<file path="src/hw/rtl/pss_pkg.sv">
// Shared types, constants and command codes for the positional sequence store.
package pss_pkg;

  // Store geometry
  localparam int DEPTH      = 16;
  localparam int VALUE_BITS = 32;
  localparam int IDX_BITS   = $clog2(DEPTH);
  localparam int CNT_BITS   = $clog2(DEPTH + 1);

  // Port field widths
  localparam int CMD_BITS    = 3;
  localparam int POS_BITS    = 5;
  localparam int STATUS_BITS = 2;
  localparam int IN_VAL_BITS = 32;
  localparam int RD_BITS     = 32;
  localparam int COUNT_BITS  = 5;

  typedef logic [IDX_BITS-1:0]   idx_t;
  typedef logic [CNT_BITS-1:0]   cnt_t;
  typedef logic [VALUE_BITS-1:0] value_t;

  // Command codes
  typedef enum logic [CMD_BITS-1:0] {
    CMD_INS_FRONT = 3'd0,
    CMD_INS_BACK  = 3'd1,
    CMD_INS_POS   = 3'd2,
    CMD_DEL_FRONT = 3'd3,
    CMD_DEL_BACK  = 3'd4,
    CMD_DEL_POS   = 3'd5,
    CMD_READ      = 3'd6,
    CMD_UNUSED    = 3'd7
  } cmd_t;

  // Result status codes
  typedef enum logic [STATUS_BITS-1:0] {
    STAT_DONE = 2'd0,
    STAT_BAD  = 2'd1,
    STAT_FULL = 2'd2
  } status_t;

  // Sequencer states
  typedef enum logic [2:0] {
    S_IDLE,
    S_SH_RD,
    S_SH_WR,
    S_PUT,
    S_READ,
    S_RESP
  } state_t;

  // Completed command, handed from the sequencer to the output register
  typedef struct packed {
    logic    valid;
    status_t status;
    cnt_t    count;
    logic    is_read;
  } resp_t;

endpackage

</file>
<file path="src/hw/rtl/positional_sequence_store_core.sv">
// Top level of the positional sequence store: element RAM, sequencer and result register.
//
// Holds an ordered list of up to 16 signed 32-bit values in a single-port-pair RAM.
// Input channel (in_valid/in_ready) takes one command beat: insert front/back/at
// position, delete front/back/at position, or read at a 1-based position.
// Result channel (out_valid/out_ready) returns one beat per command with a status,
// the element count after the command and, for a good read, the element value.
// Each command is handled alone; in_ready is low while one is in flight.
// Inserts and deletes move one element at a time: a RAM read (S_SH_RD), then a write (S_SH_WR).
// An insert then writes the new value (S_PUT); at most 15 elements are moved per command.
// A read passes through S_READ, and a refused or ignored command goes straight to S_RESP.
// The held result register lets the next command be accepted in the cycle the
// previous result is taken. While out_ready is low the result holds and no new
// command is taken.
// Reset empties the store at once (count to zero); no clearing pass is needed.
module positional_sequence_store_core (
  input  logic                                   clk,
  input  logic                                   rst_n,
  input  logic                                   in_valid,
  output logic                                   in_ready,
  input  logic [pss_pkg::CMD_BITS-1:0]           in_command,
  input  logic signed [pss_pkg::IN_VAL_BITS-1:0] in_value,
  input  logic [pss_pkg::POS_BITS-1:0]           in_position,
  output logic                                   out_valid,
  input  logic                                   out_ready,
  output logic [pss_pkg::STATUS_BITS-1:0]        out_status,
  output logic [pss_pkg::COUNT_BITS-1:0]         out_element_count,
  output logic signed [pss_pkg::RD_BITS-1:0]     out_read_value
);

  logic            out_valid_r, out_valid_nxt;
  logic [pss_pkg::STATUS_BITS-1:0]   out_status_r, out_status_nxt;
  logic [pss_pkg::COUNT_BITS-1:0]    out_count_r, out_count_nxt;
  logic signed [pss_pkg::RD_BITS-1:0] out_rd_r, out_rd_nxt;

  logic            out_free;
  logic            ram_we;
  pss_pkg::idx_t   ram_waddr;
  pss_pkg::idx_t   ram_raddr;
  pss_pkg::value_t ram_wdata;
  pss_pkg::value_t ram_rdata;
  pss_pkg::resp_t  resp;

  assign out_free = !out_valid_r || out_ready;

  pss_ram #(
    .WIDTH (pss_pkg::VALUE_BITS),
    .DEPTH (pss_pkg::DEPTH)
  ) u_ram (
    .clk   (clk),
    .we    (ram_we),
    .waddr (ram_waddr),
    .wdata (ram_wdata),
    .raddr (ram_raddr),
    .rdata (ram_rdata)
  );

  pss_seq u_seq (
    .clk         (clk),
    .rst_n       (rst_n),
    .in_valid    (in_valid),
    .in_command  (in_command),
    .in_value    (in_value),
    .in_position (in_position),
    .out_free    (out_free),
    .in_ready    (in_ready),
    .ram_we      (ram_we),
    .ram_waddr   (ram_waddr),
    .ram_wdata   (ram_wdata),
    .ram_raddr   (ram_raddr),
    .ram_rdata   (ram_rdata),
    .resp        (resp)
  );

  // Load a finished result, drop it once the receiver takes the beat
  always_comb begin
    out_valid_nxt  = out_valid_r;
    out_status_nxt = out_status_r;
    out_count_nxt  = out_count_r;
    out_rd_nxt     = out_rd_r;
    if (resp.valid) begin
      out_valid_nxt  = 1'b1;
      out_status_nxt = pss_pkg::STATUS_BITS'(resp.status);
      out_count_nxt  = pss_pkg::COUNT_BITS'(resp.count);
      out_rd_nxt     = resp.is_read ? pss_pkg::RD_BITS'(ram_rdata) : '0;
    end else if (out_ready) begin
      out_valid_nxt = 1'b0;
    end
  end

  always_ff @(posedge clk) begin
    if (!rst_n) begin
      out_valid_r <= 1'b0;
    end else begin
      out_valid_r <= out_valid_nxt;
    end
  end

  always_ff @(posedge clk) begin
    out_status_r <= out_status_nxt;
    out_count_r  <= out_count_nxt;
    out_rd_r     <= out_rd_nxt;
  end

  assign out_valid         = out_valid_r;
  assign out_status        = out_status_r;
  assign out_element_count = out_count_r;
  assign out_read_value    = out_rd_r;

endmodule

</file>
<file path="src/hw/rtl/pss_ram.sv">
// Generic single-write, single-read RAM with registered read data.
module pss_ram #(
  parameter int WIDTH = 32,
  parameter int DEPTH = 16
) (
  input  logic                     clk,
  input  logic                     we,
  input  logic [$clog2(DEPTH)-1:0] waddr,
  input  logic [WIDTH-1:0]         wdata,
  input  logic [$clog2(DEPTH)-1:0] raddr,
  output logic [WIDTH-1:0]         rdata
);

  logic [WIDTH-1:0] mem_r [DEPTH];

  // Write port
  always_ff @(posedge clk) begin
    if (we) begin
      mem_r[waddr] <= wdata;
    end
  end

  // Registered read port
  always_ff @(posedge clk) begin
    rdata <= mem_r[raddr];
  end

endmodule

</file>
<file path="src/hw/rtl/pss_seq.sv">
// Command decode and shift sequencer: one cursor moves elements one RAM access at a time.
module pss_seq (
  input  logic                                clk,
  input  logic                                rst_n,
  input  logic                                in_valid,
  input  logic [pss_pkg::CMD_BITS-1:0]        in_command,
  input  logic signed [pss_pkg::IN_VAL_BITS-1:0] in_value,
  input  logic [pss_pkg::POS_BITS-1:0]        in_position,
  input  logic                                out_free,
  output logic                                in_ready,
  output logic                                ram_we,
  output pss_pkg::idx_t                       ram_waddr,
  output pss_pkg::value_t                     ram_wdata,
  output pss_pkg::idx_t                       ram_raddr,
  input  pss_pkg::value_t                     ram_rdata,
  output pss_pkg::resp_t                      resp
);

  typedef enum logic [1:0] {
    OP_NONE,
    OP_INS,
    OP_DEL,
    OP_READ
  } op_t;

  pss_pkg::state_t  state_r, state_nxt;
  pss_pkg::cnt_t    count_r, count_nxt;
  pss_pkg::idx_t    k_r, k_nxt;
  pss_pkg::idx_t    target_r, target_nxt;
  logic             up_r, up_nxt;
  logic             ins_r, ins_nxt;
  logic             is_read_r, is_read_nxt;
  pss_pkg::status_t status_r, status_nxt;
  pss_pkg::value_t  val_r, val_nxt;

  logic             accept;
  pss_pkg::cmd_t    cmd;
  logic [pss_pkg::CNT_BITS:0] cnt_ext;
  logic [pss_pkg::CNT_BITS:0] pos_ext;
  logic             pos_nz;
  logic             ins_pos_ok;
  logic             del_pos_ok;
  logic             full;
  logic             empty;
  pss_pkg::idx_t    pos_idx;
  pss_pkg::idx_t    last_idx;
  op_t              dec_op;
  pss_pkg::status_t dec_status;
  pss_pkg::idx_t    dec_idx;
  pss_pkg::idx_t    src;

  assign in_ready = (state_r == pss_pkg::S_IDLE) && out_free;
  assign accept   = in_valid && in_ready;
  assign cmd      = pss_pkg::cmd_t'(in_command);

  // Range checks on the requested position against the current count
  assign cnt_ext    = {1'b0, count_r};
  assign pos_ext    = (pss_pkg::CNT_BITS + 1)'(in_position);
  assign pos_nz     = (in_position != '0);
  assign ins_pos_ok = pos_nz && (pos_ext <= cnt_ext + 1'b1);
  assign del_pos_ok = pos_nz && (pos_ext <= cnt_ext);
  assign full       = (count_r == pss_pkg::CNT_BITS'(pss_pkg::DEPTH));
  assign empty      = (count_r == '0);
  assign pos_idx    = pss_pkg::IDX_BITS'(in_position - 1'b1);
  assign last_idx   = pss_pkg::IDX_BITS'(count_r - 1'b1);

  // Decode the command into an operation, a start index and a status
  always_comb begin
    dec_op     = OP_NONE;
    dec_status = pss_pkg::STAT_BAD;
    dec_idx    = '0;
    unique case (cmd)
      pss_pkg::CMD_INS_FRONT, pss_pkg::CMD_INS_BACK, pss_pkg::CMD_INS_POS: begin
        if (cmd == pss_pkg::CMD_INS_BACK) begin
          dec_idx = pss_pkg::IDX_BITS'(count_r);
        end else if (cmd == pss_pkg::CMD_INS_POS) begin
          dec_idx = pos_idx;
        end
        if (cmd == pss_pkg::CMD_INS_POS && !ins_pos_ok) begin
          dec_status = pss_pkg::STAT_BAD;
        end else if (full) begin
          dec_status = pss_pkg::STAT_FULL;
        end else begin
          dec_status = pss_pkg::STAT_DONE;
          dec_op     = OP_INS;
        end
      end
      pss_pkg::CMD_DEL_FRONT, pss_pkg::CMD_DEL_BACK, pss_pkg::CMD_DEL_POS: begin
        if (cmd == pss_pkg::CMD_DEL_BACK) begin
          dec_idx = last_idx;
        end else if (cmd == pss_pkg::CMD_DEL_POS) begin
          dec_idx = pos_idx;
        end
        if (empty || (cmd == pss_pkg::CMD_DEL_POS && !del_pos_ok)) begin
          dec_status = pss_pkg::STAT_BAD;
        end else begin
          dec_status = pss_pkg::STAT_DONE;
          dec_op     = OP_DEL;
        end
      end
      pss_pkg::CMD_READ: begin
        dec_idx = pos_idx;
        if (del_pos_ok) begin
          dec_status = pss_pkg::STAT_DONE;
          dec_op     = OP_READ;
        end
      end
      default: begin
        dec_status = pss_pkg::STAT_BAD;
      end
    endcase
  end

  // Shared cursor step: one neighbor toward the gap
  assign src = up_r ? k_r + 1'b1 : k_r - 1'b1;

  // Next state
  always_comb begin
    state_nxt = state_r;
    unique case (state_r)
      pss_pkg::S_IDLE: begin
        if (accept) begin
          unique case (dec_op)
            OP_INS: begin
              state_nxt = (pss_pkg::IDX_BITS'(count_r) == dec_idx) ? pss_pkg::S_PUT
                                                                   : pss_pkg::S_SH_RD;
            end
            OP_DEL: begin
              state_nxt = (dec_idx == last_idx) ? pss_pkg::S_RESP : pss_pkg::S_SH_RD;
            end
            OP_READ: state_nxt = pss_pkg::S_READ;
            default: state_nxt = pss_pkg::S_RESP;
          endcase
        end
      end
      pss_pkg::S_SH_RD: state_nxt = pss_pkg::S_SH_WR;
      pss_pkg::S_SH_WR: begin
        if (src == target_r) begin
          state_nxt = ins_r ? pss_pkg::S_PUT : pss_pkg::S_RESP;
        end else begin
          state_nxt = pss_pkg::S_SH_RD;
        end
      end
      pss_pkg::S_PUT:  state_nxt = pss_pkg::S_RESP;
      pss_pkg::S_READ: state_nxt = pss_pkg::S_RESP;
      pss_pkg::S_RESP: state_nxt = pss_pkg::S_IDLE;
      default:         state_nxt = pss_pkg::S_IDLE;
    endcase
  end

  // Outputs: RAM port control and the result beat
  always_comb begin
    ram_we        = 1'b0;
    ram_waddr     = k_r;
    ram_wdata     = ram_rdata;
    ram_raddr     = src;
    resp.valid    = 1'b0;
    resp.status   = status_r;
    resp.count    = count_r;
    resp.is_read  = is_read_r;
    unique case (state_r)
      pss_pkg::S_SH_WR: begin
        ram_we = 1'b1;
      end
      pss_pkg::S_PUT: begin
        ram_we    = 1'b1;
        ram_waddr = target_r;
        ram_wdata = val_r;
      end
      pss_pkg::S_READ: begin
        ram_raddr = k_r;
      end
      pss_pkg::S_RESP: begin
        resp.valid = 1'b1;
      end
      default: begin
        ram_we = 1'b0;
      end
    endcase
  end

  // Datapath registers: cursor, target, count and the held command
  always_comb begin
    k_nxt       = k_r;
    target_nxt  = target_r;
    up_nxt      = up_r;
    ins_nxt     = ins_r;
    is_read_nxt = is_read_r;
    status_nxt  = status_r;
    val_nxt     = val_r;
    count_nxt   = count_r;
    if (accept) begin
      status_nxt  = dec_status;
      is_read_nxt = (dec_op == OP_READ);
      ins_nxt     = (dec_op == OP_INS);
      val_nxt     = pss_pkg::VALUE_BITS'(in_value);
      unique case (dec_op)
        OP_INS: begin
          k_nxt      = pss_pkg::IDX_BITS'(count_r);
          target_nxt = dec_idx;
          up_nxt     = 1'b0;
          count_nxt  = count_r + 1'b1;
        end
        OP_DEL: begin
          k_nxt      = dec_idx;
          target_nxt = last_idx;
          up_nxt     = 1'b1;
          count_nxt  = count_r - 1'b1;
        end
        OP_READ: begin
          k_nxt = dec_idx;
        end
        default: begin
          k_nxt = k_r;
        end
      endcase
    end else if (state_r == pss_pkg::S_SH_WR) begin
      k_nxt = src;
    end
  end

  always_ff @(posedge clk) begin
    if (!rst_n) begin
      state_r <= pss_pkg::S_IDLE;
      count_r <= '0;
    end else begin
      state_r <= state_nxt;
      count_r <= count_nxt;
    end
  end

  always_ff @(posedge clk) begin
    k_r       <= k_nxt;
    target_r  <= target_nxt;
    up_r      <= up_nxt;
    ins_r     <= ins_nxt;
    is_read_r <= is_read_nxt;
    status_r  <= status_nxt;
    val_r     <= val_nxt;
  end

endmodule

</file>
<file path="config.mk">
export PLATFORM = sky130hd
export DESIGN_NAME = positional_sequence_store_core
export DESIGN_NICKNAME = d
export VERILOG_FILES = /design/src/hw/rtl/pss_pkg.sv /design/src/hw/rtl/positional_sequence_store_core.sv /design/src/hw/rtl/pss_ram.sv /design/src/hw/rtl/pss_seq.sv
export SDC_FILE = /design/constraint.sdc
export NUM_CORES = 1
export LEC_CHECK = 0
export BUFFER_PORTS_ARGS = -buffer_cell sky130_fd_sc_hd__buf_2
export CORE_UTILIZATION = 55
export CTS_CLUSTER_DIAMETER = 80
export DETAILED_ROUTE_END_ITERATION = 12
export PLACE_DENSITY = 0.74
export SLEW_MARGIN = 20
export SYNTH_ARGS = -nofsm -noshare
export SYNTH_HDL_FRONTEND = slang
export SYNTH_SLANG_ARGS = --single-unit
</file>
<file path="constraint.sdc">
create_clock -name clk -period 5 [get_ports clk]
set_input_delay 1 -clock clk [delete_from_list [all_inputs] [get_ports clk]]
set_output_delay 1 -clock clk [all_outputs]
set_load 0.05 [all_outputs]
</file>
==> flow_summary.yaml, run 1 <==
clock_tree:
  cts_setup_buffers: 0
  cts-root-buf: "clkbuf_16"
  numCtsBuffers: 61
  clock_latency_ps: 620
  ctsHoldBuffers: 0
  clkTransAtPathRegs_ps: 60
  cts_resized: 0
  h-tree-depth: 2
  clockBufferDepth: 3
  clock-sinks: 637
  cts_tree: "built"
sta:
  setup_tns_ps: 0
  fin_crit_sh_pct: 82.2
  worst_pin_slew_ps: 974
  setup_violations: 0
  hold_viol: 0
  fin_ws_ps: 892
  rsz0062_at_grt: "false"
  relSlewSlack_pct: 34.7
  slew_viol_final: 0
  min_period_ps: 4110
  fin_worst_skew_ps: 12.8
  max_freq_mhz: 243
min_path:
  holdCritStartpoint: "u_seq.status_r[1]$_DFFE_PP_"
  whs_path_depth: 0
  hold_path.class: "reg2reg"
detailed_routing:
  drtIter0Drc: 1134
  final_antenna_net_count: 0
  vias_per_cell: 6.06
  num_vias: 12524
  wl_mm: 53.1
  firstDrtPassIters: 5
  drc: 0
  drt-wirelength-per-cell_um: 25.7
power:
  p_leak_uw: 0.00971
  powerDensity_nw_per_um2: 648
  power_uw: 18800
  vdd_drop_max_uv: 429
run_status:
  status: "finished clean"
floorplanning:
  rows: 78
  core_area_um2: 45500
  dieArea_um2: 47100
  initial_utilization_pct: 55.9
  ios: 85
  die_x_um: 217
  die_h_um: 217
critical_path:
  cp_max_fo: 24
  cp.depth: 16
  cp_slowest_cell: "dfxtp_1"
  cpPeakStageDelay_ps: 900
  rr_startpoint: "u_seq.count_r[2]$_SDFFE_PN0P_"
  cp-end-kind: "flop"
  critPathMostFrequentCell: "a21oi_1"
  startpoint_type: "flop"
  worst_ep_required_time_ps: 5550
  crit_family: "simple AND/OR/NAND/NOR gates"
  worst-setup-path-type: "reg2reg"
  cp_num_buf_inv: 2
  crit_path_start: "u_seq.count_r[2]$_SDFFE_PN0P_"
  critPathArrivalTime_ps: 4660
  path_cells: "nand3_1 -> xnor2_1 -> ha_1 -> nand4_1 -> mux2i_1 -> a21oi_1 -> a21oi_1 -> or3_1 -> inv_1 -> ha_1 -> inv_1 -> a21o_1 -> or4_1 -> a211oi_1 -> a311oi_1 -> a21oi_1"
  rr_worst_depth: 16
cells_and_area:
  drive_gt1_share_pct: 28.5
  num_antenna_cells: 0
  layout.nets: 1475
  area_growth_pct: 13.8
yosys:
  synth_edf_count: 596
  synth_top_area_share_pct: 70.4
  synth_top_family_by_area: "multiplexers"
  synth_xor_area_share_pct: 0.743
  synth_area_leaders: "edfxtp_1 (70%), mux4_2 (11%), mux2i_1 (4.3%)"
  synth_cell_types: 62
  yosys_warnings: 0
  synth_mux_area_share_pct: 17.1
  syn_nets: 1350
  yosysTopAreaCell: "edfxtp_1"
  synthSimpleGateAreaFrac_pct: 3.45
  ys_ff_latch: 637
  netlist_area_um2: 25400
  synth-compound-area-share_pct: 2.51
  synthCells: 1287
  yosys.area_share.adder_pct: 0.964
  synth_top_flop_cell: "edfxtp_1"
  ys_seq_area_share_pct: 73.6
  avgSynthCellArea_um2: 19.8
  synthArstFlopShare_pct: 0
placement:
  dp_hpwl_mm: 29.7
  dpl_worst_slack_ps: 775
  io_buffers: 84
  gp_routability_congestion: 0.879
global_routing:
  grt_pass1_wl_mm: 80.5
  overflow: 0
  grt_max_degree: 129
  antenna_found_initial: 0
  grt_pass1_vias: 13059
  grt_usage_pct: 23.4
flow_run:
  drv_cap: 0
-- metal layers --
metal	global-route usage (%)	vias to the layer above	wire length (µm)
li1	-	5494	-
met1	32.4	6560	22600
met2	38.8	400	26400
met3	3.91	70	3070
met4	6.03	0	1000
met5	0	-	0
-- Yosys cell counts, types with 3 or more instances --
cell type and n:
a211oi_1 4, a21boi_0 3, a21o_1 4, a21oi_1 20
a31oi_1 8, and2_1 38, and3b_1 3, buf_1 9
buf_2 19, buf_4 13, buf_6 3, clkbuf_1 22
dfxtp_1 41, edfxtp_1 596, ha_1 18, inv_1 17
mux2_2 34, mux2i_1 108, mux4_2 128, nand2_1 21
nand2b_1 8, nand3_1 8, nor2_1 32, nor2b_1 8
nor3_1 14, nor3b_1 7, o211ai_1 4, o21ai_0 20
o22ai_1 4, o31ai_1 7, or3_1 4, or4_1 4
xnor2_1 16, xor2_1 3
-- area by class of cell --
| class | count | area, µm² |
|---|---|---|
| repair buffers | 128 | 916 |
| well taps | 600 | 751 |
| inverters | 19 | 72.6 |
| clock inverters | 48 | 474 |
| multi-input cells | 565 | 6460 |
| fillers | 3098 | 16500 |
| flip-flops and latches | 637 | 18700 |
| clock buffers | 68 | 1550 |
-- placed cells by master (no fill, tap or decap), types with 20 or more instances in the layout --
master,n
clkbuf_16,61
dfxtp_1,41
buf_4,32
mux4_2,128
nand2_1,20
clkinv_2,23
and2_1,38
buf_2,84
edfxtp_1,596
mux2_2,34
mux2i_1,106
-- worst paths after layout --
path / to / slack [ps]
hold reg to reg: out_status[1]$_DFFE_PP_ / 420
setup reg to reg: u_seq.state_r[2]$_SDFFE_PN0P_ / 890
hold / removal: out_status[1]$_DFFE_PP_ / 420
setup / recovery: u_seq.state_r[2]$_SDFFE_PN0P_ / 890
-- worst register-to-register path, stage by stage, from the launching register on --
cell and delay (ps):
dfxtp_1 900, nand3_1 280, xnor2_1 240, ha_1 290, nand4_1 100, mux2i_1 70, a21oi_1 220, a21oi_1 130
or3_1 380, inv_1 70, ha_1 150, inv_1 110, a21o_1 160, or4_1 420, a211oi_1 240, a311oi_1 140
a21oi_1 140
-- kinds of logic (layout without fill, tap and decap cells) --
kind of cell    count (synthesis)  after routing
compound gates                 97             97
xor+xnor                       20             20
fa+ha+maj                      19             19
buf+inv                        85            263
flops                         637            637
mux                           270            270
simple gates                  159            159
-- registers in the layout, indices dropped and copies added (netlist names) --
register / cells
u_ram.mem_r: 512
u_seq.target_r: 4
u_seq.ins_r: 1
u_seq.val_r: 32
u_seq.count_r: 5
u_seq.up_r: 1
out_status: 2
out_valid: 1
u_seq.is_read_r: 1
out_read_value: 32
u_seq.state_r: 3
u_seq.k_r: 4
u_seq.status_r: 2
out_element_count: 5
u_ram.rdata: 32
-- where the power goes --
group / total, µW / internal [µW] / switching (µW)
Combinational: 6920 / 3240 / 3680
Sequential: 7210 / 7000 / 210
Clock: 4630 / 2660 / 1960
Total: 18800 / 12900 / 5860
-- through the flow --
stage | cells | cell area, µm² | hold WS [ps] | util [%]
6_report | 2065 | 28900 | 422 | 63.7
5_1_grt | 2065 | 28900 | 434 | 63.7
4_1_cts | 2064 | 28900 | 424 | 63.6
3_5_place_dp | 1948 | 26900 | 410 | 59.1
3_3_place_gp | 1947 | 26900 | 404 | 59.1
2_1_floorplan | 1287 | 25400 | 400 | -
Note: power is estimated with default switching activity, not from simulation.
==> run 2, diff against run 1 <==
--- a/config.mk
+++ b/config.mk
@@ -9,7 +9,7 @@
 export CORE_UTILIZATION = 55
 export CTS_CLUSTER_DIAMETER = 80
 export DETAILED_ROUTE_END_ITERATION = 12
-export PLACE_DENSITY = 0.74
+export PLACE_DENSITY = 0.77
 export SLEW_MARGIN = 20
 export SYNTH_ARGS = -nofsm -noshare
 export SYNTH_HDL_FRONTEND = slang
==> constraint.sdc (replaced) <==
create_clock -name clk -period 3.7 [get_ports clk]
set_input_delay 0.74 -clock clk [delete_from_list [all_inputs] [get_ports clk]]
set_output_delay 0.74 -clock clk [all_outputs]
set_load 0.05 [all_outputs]
==> run 2 against run 1 <==
Non-clock buffer count increased by 28. Clock-buffer cell count increased by 24. Setup slack got worse by 590 ps. Combinational power increased by 33%. Wire length increased by 3.4%. Sequential power increased by 35%. First-iteration DRC count increased by 30%. Power increased by 36%. Clock skew increased by 14 ps. Largest cell class unchanged.
==> flow_summary.yaml, run 2 (same netlist as run 1, synthesis figures left out) <==
placement:
  io_buffers: 84
  placed_cell_area_um2: 27100
  gp_routability_congestion: 0.850
  dp_hpwl_mm: 30.8
power:
  switchingPower_uw: 7920
  pwr-share-seq_pct: 38.2
  power_frac_comb_pct: 36.1
  p_sw_share_pct: 31.1
  powerDensity_nw_per_um2: 869
  p_int_uw: 17500
  p_leak_uw: 0.00989
  vdd_drop_max_uv: 704
  clkPwrFrac_pct: 25.7
critical_path:
  cp_num_buf_inv: 4
  reg2reg_to: "u_seq.state_r[2]$_SDFFE_PN0P_"
  cp_slowest_cell: "or4_1"
  critPathArrivalTime_ps: 3920
  cp-end-kind: "flop"
  crit_family: "compound AO/OA/AOI/OAI gates"
  rr_worst_depth: 17
  cp_max_fo: 5
  startpoint_type: "flop"
  cpPeakStageDelay_ps: 410
  critPathMostFrequentCell: "inv_1"
  worst_ep_required_time_ps: 4220
  worst-setup-path-type: "reg2reg"
  path_cells: "inv_1 -> ha_1 -> inv_1 -> ha_1 -> nor2b_1 -> o211ai_1 -> a21oi_2 -> a21oi_1 -> or3_1 -> inv_1 -> ha_1 -> inv_1 -> a21o_1 -> or4_1 -> a211oi_2 -> a311oi_1 -> a21oi_1"
  r2r_slack_ps: 310
  rr_startpoint: "u_seq.count_r[0]$_SDFFE_PN0P_"
sta:
  setup_tns_ps: 0
  setup_violations: 0
  relSlewSlack_pct: 28.3
  worst_pin_slew_ps: 1070
  hold_viol: 0
  fin_crit_sh_pct: 91.7
  max_freq_mhz: 295
  slew_viol_final: 0
  rsz0062_at_grt: "false"
  min_period_ps: 3390
  fin_worst_skew_ps: 26.5
min_path:
  holdCritStartpoint: "in_value[12]"
  whs_path_depth: 1
  hold_end: "u_seq.val_r[12]$_DFFE_PP_"
  hold_path.class: "in2reg"
clock_tree:
  clkTransAtPathRegs_ps: 60
  clockBufferDepth: 3
  clock-sinks: 637
  numCtsBuffers: 66
  clock_latency_ps: 590
  cts_tree: "built"
  cts-root-buf: "clkbuf_16"
  h-tree-depth: 3
cells_and_area:
  area_growth_pct: 15.2
  layout.nets: 1508
  layout_commonest_cell: "edfxtp_1"
  fin_area_um2: 29300
  drive_gt1_share_pct: 30.0
  layout_common_cells: "edfxtp_1 (596), mux4_2 (128), mux2i_1 (106)"
  largest_register: "u_ram.mem_r"
  largest_register_ffs: 512
detailed_routing:
  drt-wirelength-per-cell_um: 26.2
  num_vias: 12837
  drtIter0Drc: 1472
  drc: 0
  wl_mm: 54.8
  final_antenna_net_count: 0
  vias_per_cell: 6.12
  firstDrtPassIters: 5
floorplanning:
  dieArea_um2: 47100
  die_x_um: 217
  die_h_um: 217
  rows: 78
  core_area_um2: 45500
  initial_utilization_pct: 55.9
  ios: 85
global_routing:
  met1_usage_pct: 32.3
  grt_pass1_wl_mm: 81.6
  use_met2_pct: 39.9
  grt_usage_pct: 23.9
  grt_pass1_vias: 13154
  met3_usage_pct: 3.58
  antenna_found_initial: 2
  grt_max_degree: 105
  overflow: 0
  top_usage_layer: "met2"
flow_run:
  drv_cap: 0
run_status:
  status: "finished clean"
## run 2: cell types whose count changed in the layout (fill, tap and decap cells not counted), sizes merged
cell      delta
clkbuf      +24
diode        +1
buf         +28
inv          -3
clkinvlp     -1
bufinv       -3
clkinv      -15
## run 2: through the flow
| step | cells | setup slack, ps | hold slack [ps] | utilization [%] | total power (µW) |
|---|---|---|---|---|---|
| floorplan | 1287 | 6.87 | 400 | - | 16700 |
| global placement | 1977 | 94.4 | 407 | 59.7 | 18900 |
| detailed placement | 1977 | 25.8 | 417 | 59.7 | 19100 |
| CTS | 2095 | 174 | 297 | 64.4 | 25700 |
| global route | 2095 | 45.2 | 306 | 64.4 | 26500 |
| finish | 2096 | 305 | 319 | 64.4 | 25500 |
## run 2: final cells by class
| cell class | count | area, µm² |
|---|---|---|
| diodes | 1 | 2.50 |
| clock buffers | 92 | 1860 |
| clock inverters | 26 | 289 |
| fillers | 3002 | 16200 |
| inverters | 19 | 71.3 |
| multi-input cells | 565 | 6480 |
| flip-flops and latches | 637 | 18700 |
| well taps | 600 | 751 |
| repair buffers | 156 | 1120 |
## run 2: timing repair
item,in CTS,in global routing
gates resized for setup,0,4
hold buffers,0,0
setup endpoints to repair,0,3
buffers inserted,0,0
## run 2: power groups by stage
stage	Clock, µW	Sequential, µW	Combinational [µW]
2_1_floorplan	0	9850	6860
3_3_place_gp	0	9850	9020
3_5_place_dp	0	9870	9220
6_report	6540	9720	9200
4_1_cts	6640	9720	9300
5_1_grt	6910	9770	9840
## run 2: worst reg2reg max path, delay by kind of cell (launching register included)
family | cells | cell delay (ps)
buffers and inverters | 4 | 350
adder cells (fa/ha/maj) | 3 | 760
flip-flops | 1 | 380
AND/OR/NAND/NOR | 3 | 930
AO/OA/AOI/OAI | 7 | 930
## run 2: how the worst max path moves through the flow
stage                                        startpoint                             to  slack (ps)  depth (start not counted)
after global placement                   in_position[1]  u_seq.state_r[2]$_SDFFE_PN0P_          90                         15
after detailed placement                 in_position[1]  u_seq.state_r[2]$_SDFFE_PN0P_          30                         15
after CTS                 u_seq.count_r[0]$_SDFFE_PN0P_  u_seq.state_r[2]$_SDFFE_PN0P_         170                         17
after global routing      u_seq.count_r[0]$_SDFFE_PN0P_  u_seq.state_r[2]$_SDFFE_PN0P_          50                         17
after floorplan                          in_position[0]  u_seq.state_r[2]$_SDFFE_PN0P_           7                         15
final                     u_seq.count_r[0]$_SDFFE_PN0P_  u_seq.state_r[2]$_SDFFE_PN0P_         310                         17
## run 2: layer usage
| metal | vias up | part of all wire (%) |
|---|---|---|
| met5 | - | 0 |
| met4 | 0 | 2.4 |
| met3 | 92 | 6.0 |
| met2 | 538 | 51 |
| met1 | 6659 | 41 |
| li1 | 5548 | - |
==> run 3, diff against run 2 <==
--- a/config.mk
+++ b/config.mk
@@ -9,7 +9,8 @@
 export CORE_UTILIZATION = 55
 export CTS_CLUSTER_DIAMETER = 80
 export DETAILED_ROUTE_END_ITERATION = 12
-export PLACE_DENSITY = 0.77
+export GPL_ROUTABILITY_DRIVEN = 0
+export PLACE_DENSITY = 0.74
 export SLEW_MARGIN = 20
 export SYNTH_ARGS = -nofsm -noshare
 export SYNTH_HDL_FRONTEND = slang
==> constraint.sdc (replaced) <==
create_clock -name clk -period 3.38 [get_ports clk]
set_input_delay 0.676 -clock clk [delete_from_list [all_inputs] [get_ports clk]]
set_output_delay 0.676 -clock clk [all_outputs]
set_load 0.1 [all_outputs]
==> run 3 against run 2 <==
Via count decreased by 0.63%. Clock power grew 3.8%. Combinational power rose by 11%. Sequential power increased by 9%. Critical path depth unchanged. Critical path type unchanged.
==> flow_summary.yaml, run 3 (same netlist as run 1, synthesis figures left out) <==
run_status:
  status: "finished clean"
min_path:
  hold_path.class: "in2reg"
  holdCritStartpoint: "in_value[26]"
detailed_routing:
  drt-wirelength-per-cell_um: 25.4
  wl_mm: 53.2
  vias_per_cell: 6.09
  num_vias: 12756
  final_antenna_net_count: 0
  drc: 0
  drtIter0Drc: 1328
  firstDrtPassIters: 5
clock_tree:
  h-tree-depth: 2
  clock-sinks: 637
  numCtsBuffers: 61
  clockBufferDepth: 3
  cts_tree: "built"
  cts_setup_buffers: 0
  clock_latency_ps: 640
  cts-root-buf: "clkbuf_16"
  ctsHoldBuffers: 0
  clkTransAtPathRegs_ps: 60
flow_run:
  drv_cap: 0
power:
  p_leak_uw: 0.00987
  vdd_drop_max_uv: 890
  p_sw_share_pct: 31.6
  clkPwrFrac_pct: 24.6
  power_frac_comb_pct: 37.0
  powerDensity_nw_per_um2: 944
  switchingPower_uw: 8730
  pwr-share-seq_pct: 38.4
  p_int_uw: 18900
critical_path:
  worst-setup-path-type: "reg2reg"
  startpoint_type: "flop"
  worst_ep_required_time_ps: 3930
  cp_max_fo: 4
  critPathArrivalTime_ps: 3800
  rr_startpoint: "u_seq.count_r[0]$_SDFFE_PN0P_"
  cp-end-kind: "flop"
  crit_path_start: "u_seq.count_r[0]$_SDFFE_PN0P_"
sta:
  slew_viol_final: 0
  relSlewSlack_pct: 34.1
  rsz0062_at_grt: "false"
  fin_crit_sh_pct: 96.2
  min_period_ps: 3250
  hold_viol: 0
  max_freq_mhz: 308
  worst_pin_slew_ps: 988
  setup_violations: 0
  fin_worst_skew_ps: 30.2
  whs_ps: 212
cells_and_area:
  layout_commonest_cell: "edfxtp_1"
  largest_register: "u_ram.mem_r"
  layout_common_cells: "edfxtp_1 (596), mux4_2 (128), mux2i_1 (106)"
  fin_area_um2: 29300
  area_growth_pct: 15.2
  layout.nets: 1507
  multi_input_area_um2: 6530
  nFillCells: 3059
  drive_gt1_share_pct: 30.7
  num_antenna_cells: 0
  ff_latch_area_um2: 18700
  largest_register_ffs: 512
global_routing:
  grt_max_degree: 67
  grt_usage_pct: 23.3
  overflow: 0
  antenna_found_initial: 1
  grt_pass1_wl_mm: 80.7
  grt_pass1_vias: 13128
floorplanning:
  dieArea_um2: 47100
  die_x_um: 217
  ios: 85
  die_h_um: 217
  core_area_um2: 45500
  initial_utilization_pct: 55.9
  rows: 78
placement:
  placed_cell_area_um2: 27200
  io_buffers: 84
  dp_hpwl_mm: 29.7
==> run 3: routing by layer <==
metal / routed length, µm / GRT usage, %
met4: 1380 / 6.64
met3: 3690 / 4.28
met5: 11 / 0
met1: 21800 / 32.3
met2: 26300 / 38.3
==> run 3: layout make-up <==
class / instances / area share, %
Timing Repair Buffer: 160 / 4.11
Multi-Input combinational cell: 565 / 22.3
Sequential cell: 637 / 63.9
Clock buffer: 90 / 6.03
Inverter: 19 / 0.243
Clock inverter: 25 / 0.858
Tap cell: 600 / 2.56
==> run 3: through the flow <==
step | utilization [%] | setup slack (ps) | std cells | TNS, ps | power [µW]
after floorplan | - | -49.5 | 1287 | -49.5 | 18500
after global placement | 59.9 | -9.21 | 1981 | -9.21 | 20900
after detailed placement | 59.9 | -125 | 1981 | -545 | 21100
after CTS | 64.3 | 49.5 | 2096 | 0 | 27900
after global routing | 64.4 | 8.33 | 2096 | 0 | 28900
final | 64.4 | 130 | 2096 | 0 | 27700
==> run 3: worst max-delay path: stages (launching register included) <==
cell      delay (ps)
dfxtp_4          350
ha_1             210
buf_4            150
xnor2_1          120
ha_1             310
nand4_1          100
mux2i_1           90
a21oi_2          180
a21oi_1          100
or3_4            370
inv_2             70
ha_4             120
inv_2             40
a21o_1           140
or4_1            410
a211oi_2         160
a311oi_1         110
a21oi_1          150
==> run 3: what timing repair did <==
action / CTS / global route
resized for setup: 2 / 12
pin swaps: 0 / 5
endpoints found under the setup margin: 1 / 6
==> run 3: final timing paths <==
check | cells after the start | slack (ps) | end
min | 1 | 210 | u_seq.val_r[26]$_DFFE_PP_
min reg2reg | 0 | 420 | out_status[0]$_DFFE_PP_
max reg2reg | 17 | 130 | u_seq.state_r[2]$_SDFFE_PN0P_
max | 17 | 130 | u_seq.state_r[2]$_SDFFE_PN0P_
==> run 3: power groups by stage <==
stage	combinational [µW]	clock [µW]	sequential, µW
2_1_floorplan	7580	0	10900
3_3_place_gp	10100	0	10800
3_5_place_dp	10300	0	10800
4_1_cts	10400	6890	10600
5_1_grt	11000	7180	10700
6_report	10200	6790	10600
